`src/tpb_pkg.sv`:
```
// ----------------------------------------------------------------------------
// tpb_pkg
// Shared types, constants and helpers of the triangle band tessellator.
// ----------------------------------------------------------------------------
`default_nettype none

package tpb_pkg;

    // Highest tessellation level after clamping.
    localparam int MAX_LEVEL = 32;
    // Width of a level, a vertex index and a rational term.
    localparam int LW = 6;
    // Width of one Q1.15 coordinate.
    localparam int CW = 16;
    // Q1.15 value of 1.0.
    localparam logic [CW-1:0] FIX_ONE = 16'h8000;

    // Configuration register indexes.
    localparam logic [2:0] REG_OUTER0    = 3'd0;
    localparam logic [2:0] REG_OUTER1    = 3'd1;
    localparam logic [2:0] REG_OUTER2    = 3'd2;
    localparam logic [2:0] REG_INNER     = 3'd3;
    localparam logic [2:0] REG_CLOCKWISE = 3'd4;

    // Side codes.
    localparam logic [1:0] SIDE_0 = 2'd0;
    localparam logic [1:0] SIDE_1 = 2'd1;
    localparam logic [1:0] SIDE_2 = 2'd2;
    localparam logic [1:0] SIDE_3 = 2'd3;

    typedef struct packed {
        logic [1:0] side_index;
        logic [3:0] ring_index;
    } t_in;

    typedef struct packed {
        logic [CW-1:0] first_x;
        logic [CW-1:0] first_y;
        logic [CW-1:0] first_z;
        logic [CW-1:0] second_x;
        logic [CW-1:0] second_y;
        logic [CW-1:0] second_z;
        logic [CW-1:0] third_x;
        logic [CW-1:0] third_y;
        logic [CW-1:0] third_z;
        logic          empty_band;
        logic          last_of_band;
    } t_out;

    // A vertex as two rationals: along-edge pn/pd and depth qn/qd.
    typedef struct packed {
        logic [LW-1:0] pn;
        logic [LW-1:0] pd;
        logic [LW-1:0] qn;
        logic [LW-1:0] qd;
    } t_vtx;

    // One row of vertices: vertex j has pn = base + j.
    typedef struct packed {
        logic [LW-1:0] base;
        logic [LW-1:0] pd;
        logic [LW-1:0] qn;
        logic [LW-1:0] qd;
        logic [LW-1:0] cnt;
    } t_row;

    // One triangle: three vertices and the side that places each one.
    typedef struct packed {
        t_vtx [2:0]       v;
        logic [2:0][1:0]  side;
    } t_trg;

    // Status of the band walker toward the converter.
    typedef struct packed {
        logic tri_valid;
        logic done;
        t_trg trg;
    } t_wstat;

    // Clamp a level register into lo..MAX_LEVEL.
    function automatic logic [LW-1:0] clamp_level(input logic [LW-1:0] v,
                                                  input logic [LW-1:0] lo);
        logic [LW-1:0] res;
        res = v;
        if (v < lo) begin
            res = lo;
        end else if (v > LW'(MAX_LEVEL)) begin
            res = LW'(MAX_LEVEL);
        end
        return res;
    endfunction

endpackage

`default_nettype wire

```
`src/tpb_div.sv`:
```
// ----------------------------------------------------------------------------
// tpb_div
// Shared radix-2 divider: quot = floor((n * 65536 + d) / (2 * d)), n <= d.
// ----------------------------------------------------------------------------
`default_nettype none

module tpb_div (
    input  wire logic                      i_clk,
    input  wire logic                      i_rst_n,
    input  wire logic                      i_start,
    input  wire logic [tpb_pkg::LW-1:0]    i_num,
    input  wire logic [tpb_pkg::LW-1:0]    i_den,
    output logic                           o_done,
    output logic [tpb_pkg::CW-1:0]         o_quot
);

    logic                      r_busy;
    logic                      r_done;
    logic [3:0]                r_cnt;
    logic [tpb_pkg::LW:0]      r_rem;
    logic [tpb_pkg::LW:0]      r_den2;
    logic [tpb_pkg::CW-1:0]    r_low;
    logic [tpb_pkg::CW-1:0]    r_quot;

    logic [tpb_pkg::LW+1:0]    w_trial;
    logic                      w_ge;
    logic [tpb_pkg::LW+1:0]    w_diff;

    // One quotient bit per cycle: shift in the next bit of the low word.
    assign w_trial = {r_rem, r_low[tpb_pkg::CW-1]};
    assign w_ge    = w_trial >= {1'b0, r_den2};
    assign w_diff  = w_trial - {1'b0, r_den2};

    always_ff @(posedge i_clk) begin
        if (!i_rst_n) begin
            r_busy <= 1'b0;
            r_done <= 1'b0;
            r_cnt  <= '0;
        end else begin
            r_done <= 1'b0;
            if (i_start) begin
                r_busy <= 1'b1;
                r_cnt  <= '0;
            end else if (r_busy) begin
                r_cnt <= r_cnt + 4'd1;
                if (r_cnt == 4'd15) begin
                    r_busy <= 1'b0;
                    r_done <= 1'b1;
                end
            end
        end
    end

    // Datapath; the high part of the dividend is n, which is below 2d.
    always_ff @(posedge i_clk) begin
        if (i_start) begin
            r_rem  <= {1'b0, i_num};
            r_den2 <= {i_den, 1'b0};
            r_low  <= {{(tpb_pkg::CW-tpb_pkg::LW){1'b0}}, i_den};
            r_quot <= '0;
        end else if (r_busy) begin
            r_rem  <= w_ge ? w_diff[tpb_pkg::LW:0] : w_trial[tpb_pkg::LW:0];
            r_low  <= {r_low[tpb_pkg::CW-2:0], 1'b0};
            r_quot <= {r_quot[tpb_pkg::CW-2:0], w_ge};
        end
    end

    assign o_done = r_done;
    assign o_quot = r_quot;

endmodule

`default_nettype wire

```
`src/tpb_walk.sv`:
```
// ----------------------------------------------------------------------------
// tpb_walk
// Band walker: steps along the long row and yields one triangle at a time.
// ----------------------------------------------------------------------------
`default_nettype none

module tpb_walk (
    input  wire logic                      i_clk,
    input  wire logic                      i_rst_n,
    input  wire logic                      i_start,
    input  wire logic                      i_adv,
    input  wire logic [1:0]                i_side,
    input  wire logic [3:0]                i_ring,
    input  wire logic [tpb_pkg::LW-1:0]    i_ol,
    input  wire logic [tpb_pkg::LW-1:0]    i_lv,
    input  wire logic                      i_cw,
    output tpb_pkg::t_wstat                o_stat
);

    typedef enum logic [3:0] {
        W_IDLE, W_SETUP, W_EVAL_A, W_TRI_A, W_TRI_B,
        W_EVAL_F, W_TRI_F, W_EVAL_C, W_TRI_C, W_DONE
    } t_wstate;

    localparam int LW = tpb_pkg::LW;

    t_wstate           r_state;
    logic [1:0]        r_side;
    logic [3:0]        r_ring;
    logic [LW-1:0]     r_ol;
    logic [LW-1:0]     r_lv;
    logic              r_cw;
    tpb_pkg::t_row     r_long;
    tpb_pkg::t_row     r_short;
    logic              r_order;
    logic              r_centre;
    logic [LW-1:0]     r_i;
    logic [LW-1:0]     r_si;

    tpb_pkg::t_row     w_prev;
    tpb_pkg::t_row     w_cur;
    logic [LW-1:0]     w_ring;
    logic              w_cur_long;
    logic              w_centre;
    tpb_pkg::t_vtx     w_li;
    tpb_pkg::t_vtx     w_li1;
    tpb_pkg::t_vtx     w_ss;
    tpb_pkg::t_vtx     w_ss1;
    tpb_pkg::t_vtx     w_mid;
    logic [2*LW-1:0]   w_lhs;
    logic [2*LW-1:0]   w_rhs;
    logic              w_reach;
    tpb_pkg::t_trg     w_trg;

    function automatic tpb_pkg::t_vtx row_vtx(input tpb_pkg::t_row r,
                                              input logic [LW-1:0] j);
        tpb_pkg::t_vtx v;
        v.pn = r.base + j;
        v.pd = r.pd;
        v.qn = r.qn;
        v.qd = r.qd;
        return v;
    endfunction

    // Rows of the requested band: outer edge or inner ring ring-1, and ring.
    assign w_ring = {2'b00, r_ring};
    always_comb begin
        if (r_ring == 4'd0) begin
            w_prev.base = '0;
            w_prev.pd   = r_ol;
            w_prev.qn   = '0;
            w_prev.qd   = LW'(1);
            w_prev.cnt  = r_ol + LW'(1);
        end else begin
            w_prev.base = w_ring;
            w_prev.pd   = r_lv;
            w_prev.qn   = w_ring;
            w_prev.qd   = r_lv;
            w_prev.cnt  = r_lv - {w_ring[LW-2:0], 1'b0} + LW'(1);
        end
        w_cur.base = w_ring + LW'(1);
        w_cur.pd   = r_lv;
        w_cur.qn   = w_ring + LW'(1);
        w_cur.qd   = r_lv;
        w_cur.cnt  = r_lv - {w_ring[LW-2:0], 1'b0} - LW'(1);
    end

    assign w_cur_long = w_cur.cnt > w_prev.cnt;
    assign w_centre   = (r_side == tpb_pkg::SIDE_2) &&
                        ((w_ring + LW'(1)) == {1'b0, r_lv[LW-1:1]}) &&
                        (w_cur.cnt == LW'(2));

    // Candidate vertices around the walk position.
    assign w_li  = row_vtx(r_long, r_i);
    assign w_li1 = row_vtx(r_long, r_i + LW'(1));
    assign w_ss  = row_vtx(r_short, r_si);
    assign w_ss1 = row_vtx(r_short, r_si + LW'(1));
    // The centre triangle sits on the first vertex of the innermost ring.
    assign w_mid = row_vtx(w_cur, '0);

    // Exact compare of the long and short along-edge parameters.
    assign w_lhs   = w_li.pn * r_short.pd;
    assign w_rhs   = w_ss.pn * r_long.pd;
    assign w_reach = w_lhs >= w_rhs;

    // Triangle presented in each emitting state.
    always_comb begin
        w_trg.side = {r_side, r_side, r_side};
        unique case (r_state)
            W_TRI_A, W_TRI_F: begin
                w_trg.v[0] = w_ss;
                w_trg.v[1] = r_order ? w_li  : w_ss1;
                w_trg.v[2] = r_order ? w_ss1 : w_li;
            end
            W_TRI_C: begin
                w_trg.v[0]    = w_mid;
                w_trg.v[1]    = w_mid;
                w_trg.v[2]    = w_mid;
                w_trg.side[0] = tpb_pkg::SIDE_0;
                w_trg.side[1] = r_cw ? tpb_pkg::SIDE_2 : tpb_pkg::SIDE_1;
                w_trg.side[2] = r_cw ? tpb_pkg::SIDE_1 : tpb_pkg::SIDE_2;
            end
            default: begin
                w_trg.v[0] = w_li;
                w_trg.v[1] = r_order ? w_li1 : w_ss;
                w_trg.v[2] = r_order ? w_ss  : w_li1;
            end
        endcase
    end

    // Sequencer over the band.
    always_ff @(posedge i_clk) begin
        if (!i_rst_n) begin
            r_state <= W_IDLE;
        end else if (i_start) begin
            r_state <= W_SETUP;
            r_side  <= i_side;
            r_ring  <= i_ring;
            r_ol    <= i_ol;
            r_lv    <= i_lv;
            r_cw    <= i_cw;
        end else begin
            unique case (r_state)
                W_IDLE, W_DONE: begin
                    r_state <= r_state;
                end
                W_SETUP: begin
                    r_long   <= w_cur_long ? w_cur : w_prev;
                    r_short  <= w_cur_long ? w_prev : w_cur;
                    r_order  <= w_cur_long ? r_cw : !r_cw;
                    r_centre <= w_centre;
                    r_i      <= '0;
                    r_si     <= '0;
                    r_state  <= W_EVAL_A;
                end
                W_EVAL_A: begin
                    if (w_reach && ((r_si + LW'(1)) < r_short.cnt)) begin
                        r_state <= W_TRI_A;
                    end else begin
                        r_state <= W_TRI_B;
                    end
                end
                W_TRI_A: begin
                    if (i_adv) begin
                        r_si    <= r_si + LW'(1);
                        r_state <= W_TRI_B;
                    end
                end
                W_TRI_B: begin
                    if (i_adv) begin
                        r_i <= r_i + LW'(1);
                        if ((r_i + LW'(1)) == (r_long.cnt - LW'(1))) begin
                            r_state <= W_EVAL_F;
                        end else begin
                            r_state <= W_EVAL_A;
                        end
                    end
                end
                W_EVAL_F: begin
                    if ((r_si + LW'(1)) != r_short.cnt) begin
                        r_state <= W_TRI_F;
                    end else begin
                        r_state <= W_EVAL_C;
                    end
                end
                W_TRI_F: begin
                    if (i_adv) begin
                        r_state <= W_EVAL_C;
                    end
                end
                W_EVAL_C: begin
                    r_state <= r_centre ? W_TRI_C : W_DONE;
                end
                W_TRI_C: begin
                    if (i_adv) begin
                        r_state <= W_DONE;
                    end
                end
                default: begin
                    r_state <= W_IDLE;
                end
            endcase
        end
    end

    assign o_stat.tri_valid = (r_state == W_TRI_A) || (r_state == W_TRI_B) ||
                              (r_state == W_TRI_F) || (r_state == W_TRI_C);
    assign o_stat.done      = r_state == W_DONE;
    assign o_stat.trg       = w_trg;

endmodule

`default_nettype wire

```
`src/tri_patch_band_tessellator.sv`:
```
// ----------------------------------------------------------------------------
// tri_patch_band_tessellator
// Emits the stitched triangles of one band of a triangle-domain patch.
// ----------------------------------------------------------------------------
//  channel | signals                                 | role
//  --------+-----------------------------------------+---------------------------
//  input   | i_valid, o_stall, i_in                  | side and ring of a band
//  output  | o_valid, i_stall, o_out                 | one triangle per item
//  config  | i_cfg_wr_en, i_cfg_index, i_cfg_data    | levels and winding
//
//  Each triangle takes six passes of the shared divider plus the sequencer
//  states around them. An empty band answers in the cycle after it is accepted.
//  Reset is synchronous and active low. The block takes no new item until the
//  last triangle of a band has been taken; a stalled result holds.
// ----------------------------------------------------------------------------
`default_nettype none

module tri_patch_band_tessellator (
    input  wire logic              i_clk,
    input  wire logic              i_rst_n,
    input  wire logic              i_valid,
    output logic                   o_stall,
    input  wire tpb_pkg::t_in      i_in,
    output logic                   o_valid,
    input  wire logic              i_stall,
    output tpb_pkg::t_out          o_out,
    input  wire logic              i_cfg_wr_en,
    input  wire logic [2:0]        i_cfg_index,
    input  wire logic [5:0]        i_cfg_data
);

    localparam int LW = tpb_pkg::LW;
    localparam int CW = tpb_pkg::CW;

    typedef enum logic [2:0] {
        S_IDLE, S_FIRST, S_DIV, S_DWAIT, S_ADV, S_SETTLE, S_OUT
    } t_state;

    t_state                 r_state;
    logic [LW-1:0]          r_outer0;
    logic [LW-1:0]          r_outer1;
    logic [LW-1:0]          r_outer2;
    logic [LW-1:0]          r_inner;
    logic                   r_cw;
    logic [1:0]             r_vi;
    logic                   r_isq;
    logic [CW-1:0]          r_b;
    logic [2:0][2:0][CW-1:0] r_coord;
    logic                   r_valid;
    logic                   r_empty;
    logic                   r_last;

    logic [LW-1:0]          w_lv;
    logic [LW-1:0]          w_ol;
    logic                   w_empty;
    logic                   w_start;
    logic                   w_adv;
    logic                   w_div_start;
    tpb_pkg::t_wstat        w_stat;
    tpb_pkg::t_vtx          w_vtx;
    logic [LW-1:0]          w_num;
    logic [LW-1:0]          w_den;
    logic                   w_div_done;
    logic [CW-1:0]          w_quot;
    logic [CW-1:0]          w_a;
    logic [2:0][CW-1:0]     w_perm;

    // Configuration registers.
    always_ff @(posedge i_clk) begin
        if (!i_rst_n) begin
            r_outer0 <= LW'(1);
            r_outer1 <= LW'(1);
            r_outer2 <= LW'(1);
            r_inner  <= LW'(2);
            r_cw     <= 1'b0;
        end else if (i_cfg_wr_en) begin
            unique case (i_cfg_index)
                tpb_pkg::REG_OUTER0:    r_outer0 <= i_cfg_data;
                tpb_pkg::REG_OUTER1:    r_outer1 <= i_cfg_data;
                tpb_pkg::REG_OUTER2:    r_outer2 <= i_cfg_data;
                tpb_pkg::REG_INNER:     r_inner  <= i_cfg_data;
                tpb_pkg::REG_CLOCKWISE: r_cw     <= i_cfg_data[0];
                default: ;
            endcase
        end
    end

    // Request decode: clamped levels and the empty-band check (side 3 or a ring beyond the innermost).
    assign w_lv = tpb_pkg::clamp_level(r_inner, LW'(2));
    always_comb begin
        unique case (i_in.side_index)
            tpb_pkg::SIDE_0: w_ol = tpb_pkg::clamp_level(r_outer0, LW'(1));
            tpb_pkg::SIDE_1: w_ol = tpb_pkg::clamp_level(r_outer1, LW'(1));
            default:         w_ol = tpb_pkg::clamp_level(r_outer2, LW'(1));
        endcase
    end
    assign w_empty = (i_in.side_index == tpb_pkg::SIDE_3) ||
                     ({2'b00, i_in.ring_index} >= {1'b0, w_lv[LW-1:1]});

    assign w_start     = (r_state == S_IDLE) && i_valid && !w_empty;
    assign w_adv       = r_state == S_ADV;
    assign w_div_start = r_state == S_DIV;

    tpb_walk u_walk (
        .i_clk   (i_clk),
        .i_rst_n (i_rst_n),
        .i_start (w_start),
        .i_adv   (w_adv),
        .i_side  (i_in.side_index),
        .i_ring  (i_in.ring_index),
        .i_ol    (w_ol),
        .i_lv    (w_lv),
        .i_cw    (r_cw),
        .o_stat  (w_stat)
    );

    // Divider operands: along-edge or depth rational of the current vertex.
    assign w_vtx = w_stat.trg.v[r_vi];
    assign w_num = r_isq ? w_vtx.qn : w_vtx.pn;
    assign w_den = r_isq ? w_vtx.qd : w_vtx.pd;

    tpb_div u_div (
        .i_clk   (i_clk),
        .i_rst_n (i_rst_n),
        .i_start (w_div_start),
        .i_num   (w_num),
        .i_den   (w_den),
        .o_done  (w_div_done),
        .o_quot  (w_quot)
    );

    // Place (1-p, p, q) on the axes that the vertex's side selects.
    assign w_a = tpb_pkg::FIX_ONE - r_b;
    always_comb begin
        unique case (w_stat.trg.side[r_vi])
            tpb_pkg::SIDE_0: w_perm = {w_a, w_quot, r_b};
            tpb_pkg::SIDE_1: w_perm = {w_quot, r_b, w_a};
            default:         w_perm = {r_b, w_a, w_quot};
        endcase
    end

    // Sequencer: convert each triangle, look ahead for the last, hand over.
    always_ff @(posedge i_clk) begin
        if (!i_rst_n) begin
            r_state <= S_IDLE;
            r_valid <= 1'b0;
            r_vi    <= '0;
            r_isq   <= 1'b0;
        end else begin
            unique case (r_state)
                S_IDLE: begin
                    if (i_valid) begin
                        if (w_empty) begin
                            r_coord <= '0;
                            r_empty <= 1'b1;
                            r_last  <= 1'b1;
                            r_valid <= 1'b1;
                            r_state <= S_OUT;
                        end else begin
                            r_state <= S_FIRST;
                        end
                    end
                end
                S_FIRST: begin
                    if (w_stat.tri_valid) begin
                        r_vi    <= '0;
                        r_isq   <= 1'b0;
                        r_state <= S_DIV;
                    end
                end
                S_DIV: begin
                    r_state <= S_DWAIT;
                end
                S_DWAIT: begin
                    if (w_div_done) begin
                        if (!r_isq) begin
                            r_b     <= w_quot;
                            r_isq   <= 1'b1;
                            r_state <= S_DIV;
                        end else begin
                            r_coord[r_vi] <= {w_perm[2], w_perm[1], w_perm[0]};
                            r_isq         <= 1'b0;
                            if (r_vi == 2'd2) begin
                                r_state <= S_ADV;
                            end else begin
                                r_vi    <= r_vi + 2'd1;
                                r_state <= S_DIV;
                            end
                        end
                    end
                end
                S_ADV: begin
                    r_state <= S_SETTLE;
                end
                S_SETTLE: begin
                    if (w_stat.tri_valid || w_stat.done) begin
                        r_empty <= 1'b0;
                        r_last  <= w_stat.done;
                        r_valid <= 1'b1;
                        r_state <= S_OUT;
                    end
                end
                S_OUT: begin
                    if (!i_stall) begin
                        r_valid <= 1'b0;
                        r_vi    <= '0;
                        r_isq   <= 1'b0;
                        r_state <= r_last ? S_IDLE : S_DIV;
                    end
                end
                default: begin
                    r_state <= S_IDLE;
                end
            endcase
        end
    end

    assign o_stall = r_state != S_IDLE;
    assign o_valid = r_valid;

    assign o_out.first_x      = r_coord[0][2];
    assign o_out.first_y      = r_coord[0][1];
    assign o_out.first_z      = r_coord[0][0];
    assign o_out.second_x     = r_coord[1][2];
    assign o_out.second_y     = r_coord[1][1];
    assign o_out.second_z     = r_coord[1][0];
    assign o_out.third_x      = r_coord[2][2];
    assign o_out.third_y      = r_coord[2][1];
    assign o_out.third_z      = r_coord[2][0];
    assign o_out.empty_band   = r_empty;
    assign o_out.last_of_band = r_last;

endmodule

`default_nettype wire

```
`config.mk`:
```
export PLATFORM = sky130hd
export DESIGN_NAME = tri_patch_band_tessellator
export DESIGN_NICKNAME = d
export VERILOG_FILES = /design/src/tpb_pkg.sv /design/src/tpb_div.sv /design/src/tpb_walk.sv /design/src/tri_patch_band_tessellator.sv
export SDC_FILE = /design/constraint.sdc
export NUM_CORES = 1
export LEC_CHECK = 0
export BUFFER_PORTS_ARGS = -buffer_cell sky130_fd_sc_hd__clkbuf_2
export CAP_MARGIN = 15
export CORE_ASPECT_RATIO = 1.5
export CORE_MARGIN = 2
export CORE_UTILIZATION = 60
export CTS_CLUSTER_DIAMETER = 40
export DETAILED_ROUTE_END_ITERATION = 7
export PLACE_DENSITY_LB_ADDON = 0.1
export SLEW_MARGIN = 10
export SYNTH_ARGS = -nofsm -noshare
export SYNTH_HDL_FRONTEND = slang
export SYNTH_SLANG_ARGS = --single-unit
```
`constraint.sdc`:
```
create_clock -name i_clk -period 12.3 [get_ports i_clk]
set_input_delay 0.615 -clock i_clk [delete_from_list [all_inputs] [get_ports i_clk]]
set_output_delay 0.615 -clock i_clk [all_outputs]
set_load 0.01 [all_outputs]
```
# Word-level counts from Yosys, hierarchy flattened
# Index checks and enable logic that the tools add are counted.
# word_totals
register_bits	342
in_bits	20
output_inout_bits	148
elab_cells	275
# classes
addsub	16
multipliers	2
order_cmp	15
n_eq_ne	46
muxes	88
bitwise	5
reduce_logical	51
# ops
operator	n
144-bit two-way mux	4
144-bit one-hot mux with 2 select lines	1
144-bit bitwise mux	1
72-bit one-hot mux with 2 select lines	1
24-bit two-way mux	5
6-bit two-way mux	17
48-bit demux with 2-bit select	1
48-bit one-hot mux with 2 select lines	1
30-bit two-way mux	2
24-bit binary-select mux with 2-bit select	1
48-bit two-way mux	1
4-bit one-hot mux with 9 select lines	1
6-bit one-hot mux with 2 select lines	3
3-bit two-way mux	10
28-bit two-way mux	1
5-bit AND reduction	5
6-bit by 1-bit adder with 6-bit output, second input constant	4
6-bit adder	4
6-bit > comparator, second input constant	4
6-bit by 6-bit multiplier with 12-bit output	2
3-bit one-hot mux with 7 select lines	1
6-bit by 1-bit less-than comparator with 1-bit output, second input constant	3
2-bit two-way mux	9
1-bit two-way mux	17
other kinds (52)	124

# Longest topological paths before layout
# logic_depth
word_depth	10
mapped_depth	24
ltp_nobuf	24

# Cells and area by module
# A second synthesis with hierarchy kept.
# unflattened
cells_unflattened	2286
area_unflattened_um2	22622.9
# by_module_without_submodules
mod	n_inst	cells_per_inst	area_each_um2	seq_area_each_um2
tri_patch_band_tessellator	1	1119	11380.9	5505.3
tpb_walk	1	971	9019.9	2452.4
tpb_div	1	196	2222.1	1201.2

# Worst setup path after synthesis
# No wires, ideal clock.
# synth_path
path_type	in2reg
from	in i_in[0] (netlist bit)
to	reg r_coord (netlist bit o_out[100]), enable pin
setup_time_ns	0.695
arrival_ns	8.476
required_ns	11.605
setup_slack_ns	3.128
cell_stages	7
path_buffers	0
cell_sequence	inv_1 ha_1 nand2b_1 a31oi_1 o21ai_0 nand3_1 a21oi_1
# synth_via
elab_chain_len	4
# synth_rtl
element	line	source
start, declared	tri_patch_band_tessellator.sv:23	input wire tpb_pkg::t_in i_in,
4-bit by 5-bit greater-or-equal comparator with 1-bit output	tri_patch_band_tessellator.sv:98	({2'b00, i_in.ring_index} >= {1'b0, w_lv[LW-1:1]});
1-bit logical OR	tri_patch_band_tessellator.sv:97	assign w_empty = (i_in.side_index == tpb_pkg::SIDE_3) ||
2-bit inequality test (no line)	-	
6-bit AND reduction (no line)	-	
end signal, assigned by index	tri_patch_band_tessellator.sv:181	r_coord[r_vi] <= {w_perm[2], w_perm[1], w_perm[0]};
end, declared	tri_patch_band_tessellator.sv:48	logic [2:0][2:0][CW-1:0] r_coord;
# Every way passes these cells.
# A chain may end at the register's enable or synchronous reset.

# Worst setup path after layout
# layout_path
from	reg u_walk.r_si[0]
to	reg u_walk.r_state[0]
# layout_via
elab_chain_len	7
word_cells_on_any_way	11
classes_between	add/sub (2); mul (1); order compare (2); eq/ne (1); mux (4); reduce/logical (1)
# layout_rtl
element	line	source
start, declared	tpb_walk.sv:38	logic [LW-1:0] r_si;
start signal, assigned	tpb_walk.sv:165	r_si <= r_si + LW'(1);
6-bit adder	tpb_walk.sv:58	v.pn = r.base + j;
6-bit by 6-bit multiplier with 12-bit output	tpb_walk.sv:103	assign w_rhs = w_ss.pn * r_long.pd;
12-bit greater-or-equal comparator	tpb_walk.sv:104	assign w_reach = w_lhs >= w_rhs;
1-bit logical AND	tpb_walk.sv:157	if (w_reach && ((r_si + LW'(1)) < r_short.cnt)) begin
3-bit two-way mux	tpb_walk.sv:157	
4-bit one-hot mux with 9 select lines (*)	tpb_walk.sv:143	unique case (r_state)
1-bit two-way mux (*)	tpb_walk.sv:135	end else if (i_start) begin
end signal, assigned	tpb_walk.sv:145	r_state <= r_state;
end signal, assigned	tpb_walk.sv:192	r_state <= r_centre ? W_TRI_C : W_DONE;
end, declared	tpb_walk.sv:27	t_wstate r_state;
# Every way passes the cells marked *; elsewhere a longest branch is shown, timed or not.

==> impl_metrics.json <==
{
  "clock_sink_count": 328,
  "yosys_warnings": 0,
  "max_slew_margin": 0.127,
  "worst_clock_skew_ns": 0.0265,
  "violations": "design-rule violations",
  "pin_count": 168,
  "timing_hold_violations_final": 0,
  "timing.rr.end": "u_walk.r_state[0]",
  "netlist_instances": 1996,
  "rrSetupSlack_ns": 5.54,
  "seqCellArea_mm2": 0.00916,
  "worst_flop_to_flop_path_startpoint": "u_walk.r_si[0]",
  "cell_type_with_the_largest_total_area_after_synthesis": "sky130_fd_sc_hd__edfxtp_1",
  "path_max_fanout": 7,
  "prevailing_post_synth_register_cell": "sky130_fd_sc_hd__edfxtp_1",
  "drv_slew": 0,
  "drtIter0Drc": 1356,
  "rows": 82,
  "coreArea_mm2": 0.0333,
  "cts_root_buf": "sky130_fd_sc_hd__clkbuf_16",
  "gr_util_all_layers": 0.297,
  "antenna_found_initial": 0,
  "max-cap-violations": 0,
  "synth.cells.most_frequent": "259 x sky130_fd_sc_hd__edfxtp_1, 199 x sky130_fd_sc_hd__o21ai_0, 196 x sky130_fd_sc_hd__a21oi_1",
  "synth_top_area_frac": 0.385,
  "synthArstFlopShare": 0,
  "place.detailed.instances": 2488,
  "finalSetupViolations": 0,
  "path_cells": "ha_1, fa_1, a21o_1, a21oi_1, xnor2_1, and2_1, fa_1, inv_1, fa_1, fa_1, inv_1, ha_1, nor2b_1, o21ai_0, a21oi_1, o21ai_0, a21oi_1, xor2_1, ha_1, nand2_1, nor3_1, o31ai_1, a31oi_1",
  "design.final.nets": 2279,
  "first_pass_grt_wire_length_um": 83400,
  "critPathLaunch": "u_walk.r_si[0]",
  "fill_cells": 2673,
  "crit_end": "u_walk.r_state[0]",
  "synth-seq-cells": 328,
  "initial_core_util": 0.606,
  "synth_enable_flop_cells": 259,
  "final_antenna_net_count": 0,
  "worst-setup-path-type": "flop to flop",
  "hold_path_depth": 1,
  "cts_resized": 0,
  "cts_tree": "built",
  "total_area_of_multi_input_combinational_cells_mm2": 0.0102,
  "mappedNetlistArea_mm2": 0.0202,
  "wirelength_um": 53400,
  "number_of_cell_instances_on_the_worst_register_to_register_path": 23,
  "post-synth-top-count-cell": "sky130_fd_sc_hd__edfxtp_1",
  "clk_path_buf_depth": 3,
  "path_delay_family": "adder cells",
  "max_clock_freq_mhz": 148,
  "critical_path.most_common_cell": "sky130_fd_sc_hd__fa_1",
  "clkSlewWorstSetupHoldPaths_ns": 0.06,
  "p_leak_nw": 8.77,
  "synth.top_cells.by_area": "sky130_fd_sc_hd__edfxtp_1 39%, sky130_fd_sc_hd__ha_1 6.9%, sky130_fd_sc_hd__dfxtp_1 6.8%, sky130_fd_sc_hd__o21ai_0 4.9%, sky130_fd_sc_hd__a21oi_1 4.9%",
  "insertion_delay_ns": 0.53,
  "timing.hold.worst.class": "primary input to flop",
  "syn_avg_cell_area_um2": 10.1,
  "finalCritPeriodShare": 0.549,
  "setup_repair_after_global_routing_missed_its_margin": "no",
  "cts_made_buffers": 38,
  "tightest_slew_ns": 1.31,
  "tns_ns": 0,
  "wl_per_cell_um": 20.9,
  "die_h_um": 229,
  "routed_via_density": 6.34,
  "worst-path-stages": 23,
  "worst-path-buf-inv": 2,
  "total_die_area_mm2": 0.0352,
  "critical_path_arrival_ns": 7.22,
  "place.detailed.hpwl_um": 39000,
  "ctsHtreeMaxLevel": 2,
  "vias": 16200,
  "gp_congestion": 0.969,
  "post_route_cells_drive_above_1_share": 0.139,
  "dieWidth_um": 154,
  "synth_nets": 2167,
  "antenna_cells_inserted": 0,
  "crit_required_ns": 12.76,
  "critical_path.max_stage_delay_ns": 0.78,
  "io_buffer_count": 167,
  "outcome": "finished with violations",
  "post_cts_buffers": 0,
  "vdd.ir_drop.worst_mv": 0.123,
  "power.density_mw_per_mm2": 142,
  "first_global_vias": 15600,
  "stdcell_count": 2557,
  "count_of_cell_types_in_the_netlist": 84,
  "slowest_stage": "sky130_fd_sc_hd__nor3_1",
  "holdBufCountCts": 0,
  "flow.area_growth_from_synthesis_pct": 12.2,
  "start_kind": "flop",
  "remaining_drc_errors": 3,
  "period_needed_ns": 6.76,
  "drt-pass1-iter-count": 8,
  "grt_max_degree": 125,
  "cp-end-kind": "flop",
  "synth.yosys.seq_area_share": 0.453,
  "overflow": 0,
  "power.total_mw": 3.23
}
## cell type report
type / count / share of cell area
multi-input cells: 1431 / 0.450
flip-flops and latches: 328 / 0.404
repair buffers: 193 / 0.0455
clock buffers: 45 / 0.0445
well taps: 420 / 0.0232
inverters: 116 / 0.0192
clock inverters: 24 / 0.0137
## sequential cells by signal (all words and copies together), names as in the netlist, 4 cells and up
| register | count |
|---|---|
| u_walk.r_i | 6 |
| u_walk.r_lv | 6 |
| u_div.r_cnt | 4 |
| u_div.o_quot | 16 |
| u_div.r_rem | 7 |
| o_out | 144 |
| u_walk.r_ring | 4 |
| u_walk.r_state | 4 |
| r_outer2 | 6 |
| r_inner | 6 |
| r_b | 16 |
| r_outer1 | 6 |
| u_walk.r_long | 23 |
| u_walk.r_short | 23 |
| u_walk.r_si | 6 |
| u_div.r_low | 16 |
| u_div.r_den2 | 6 |
| r_outer0 | 6 |
| u_walk.r_ol | 6 |
## through the flow
stage / instance area [um^2] / setup slack, ns / utilization / hold slack (ns)
after detailed placement: 21400 / 5.57 / 0.640 / 0.414
after floorplan: 20200 / 3.13 / - / 0.408
after global routing: 22700 / 5.27 / 0.680 / 0.273
after CTS: 22700 / 5.55 / 0.680 / 0.273
final: 22700 / 5.54 / 0.680 / 0.289
after global placement: 21400 / 5.73 / 0.640 / 0.418
## logic make-up after synthesis
logic type / after synthesis / synth area share
compound gates: 606 / 0.185
xor+xnor: 81 / 0.0359
fa+ha+maj: 151 / 0.108
buf+inv: 237 / 0.0449
flops: 328 / 0.453
mux: 94 / 0.0499
simple gates: 499 / 0.123
## how the worst min path moves through the flow
stage	to	startpoint
floorplan	u_walk.r_cw	r_cw
finish	u_walk.r_ring[3]	i_in[3]
CTS	u_walk.r_ring[2]	i_in[2]
global route	u_walk.r_ring[2]	i_in[2]
global placement	u_walk.r_cw	r_cw
detailed placement	u_walk.r_cw	r_cw
## cells in the final DEF, fill, tap and decap left out, types with 16 or more instances in the layout
| cell | instances |
|---|---|
| sky130_fd_sc_hd__edfxtp_1 | 259 |
| sky130_fd_sc_hd__a31oi_1 | 16 |
| sky130_fd_sc_hd__a21o_1 | 17 |
| sky130_fd_sc_hd__nand2_1 | 106 |
| sky130_fd_sc_hd__o21ai_0 | 199 |
| sky130_fd_sc_hd__xnor2_1 | 51 |
| sky130_fd_sc_hd__buf_4 | 26 |
| sky130_fd_sc_hd__and2_1 | 67 |
| sky130_fd_sc_hd__nand2b_1 | 18 |
| sky130_fd_sc_hd__nor2b_1 | 28 |
| sky130_fd_sc_hd__a211oi_1 | 23 |
| sky130_fd_sc_hd__inv_1 | 113 |
| sky130_fd_sc_hd__dfxtp_1 | 68 |
| sky130_fd_sc_hd__ha_1 | 108 |
| sky130_fd_sc_hd__a222oi_1 | 33 |
| sky130_fd_sc_hd__mux2i_1 | 77 |
| sky130_fd_sc_hd__nand3_1 | 35 |
| sky130_fd_sc_hd__nor3_1 | 20 |
| sky130_fd_sc_hd__a21oi_1 | 195 |
| sky130_fd_sc_hd__clkbuf_2 | 167 |
| sky130_fd_sc_hd__xor2_1 | 29 |
| sky130_fd_sc_hd__a221oi_1 | 17 |
| sky130_fd_sc_hd__clkbuf_16 | 39 |
| sky130_fd_sc_hd__fa_1 | 40 |
| sky130_fd_sc_hd__nor2_1 | 154 |
## per-layer routing
layer  GRT usage  part of all wire  vias to the layer above
li1            -                 -                     7630
met3      0.0326             0.046                      182
met5           0                 0                        -
met4       0.185             0.069                        0
met1       0.338              0.37                     7798
met2       0.533              0.51                      596
## power breakdown
part / leakage, nW / internal (mW) / switching, mW
clock: 0.643 / 0.707 / 0.476
combinational: 5.16 / 0.226 / 0.399
sequential: 2.96 / 1.34 / 0.0755
Note: power is estimated with default switching activity, not from simulation.
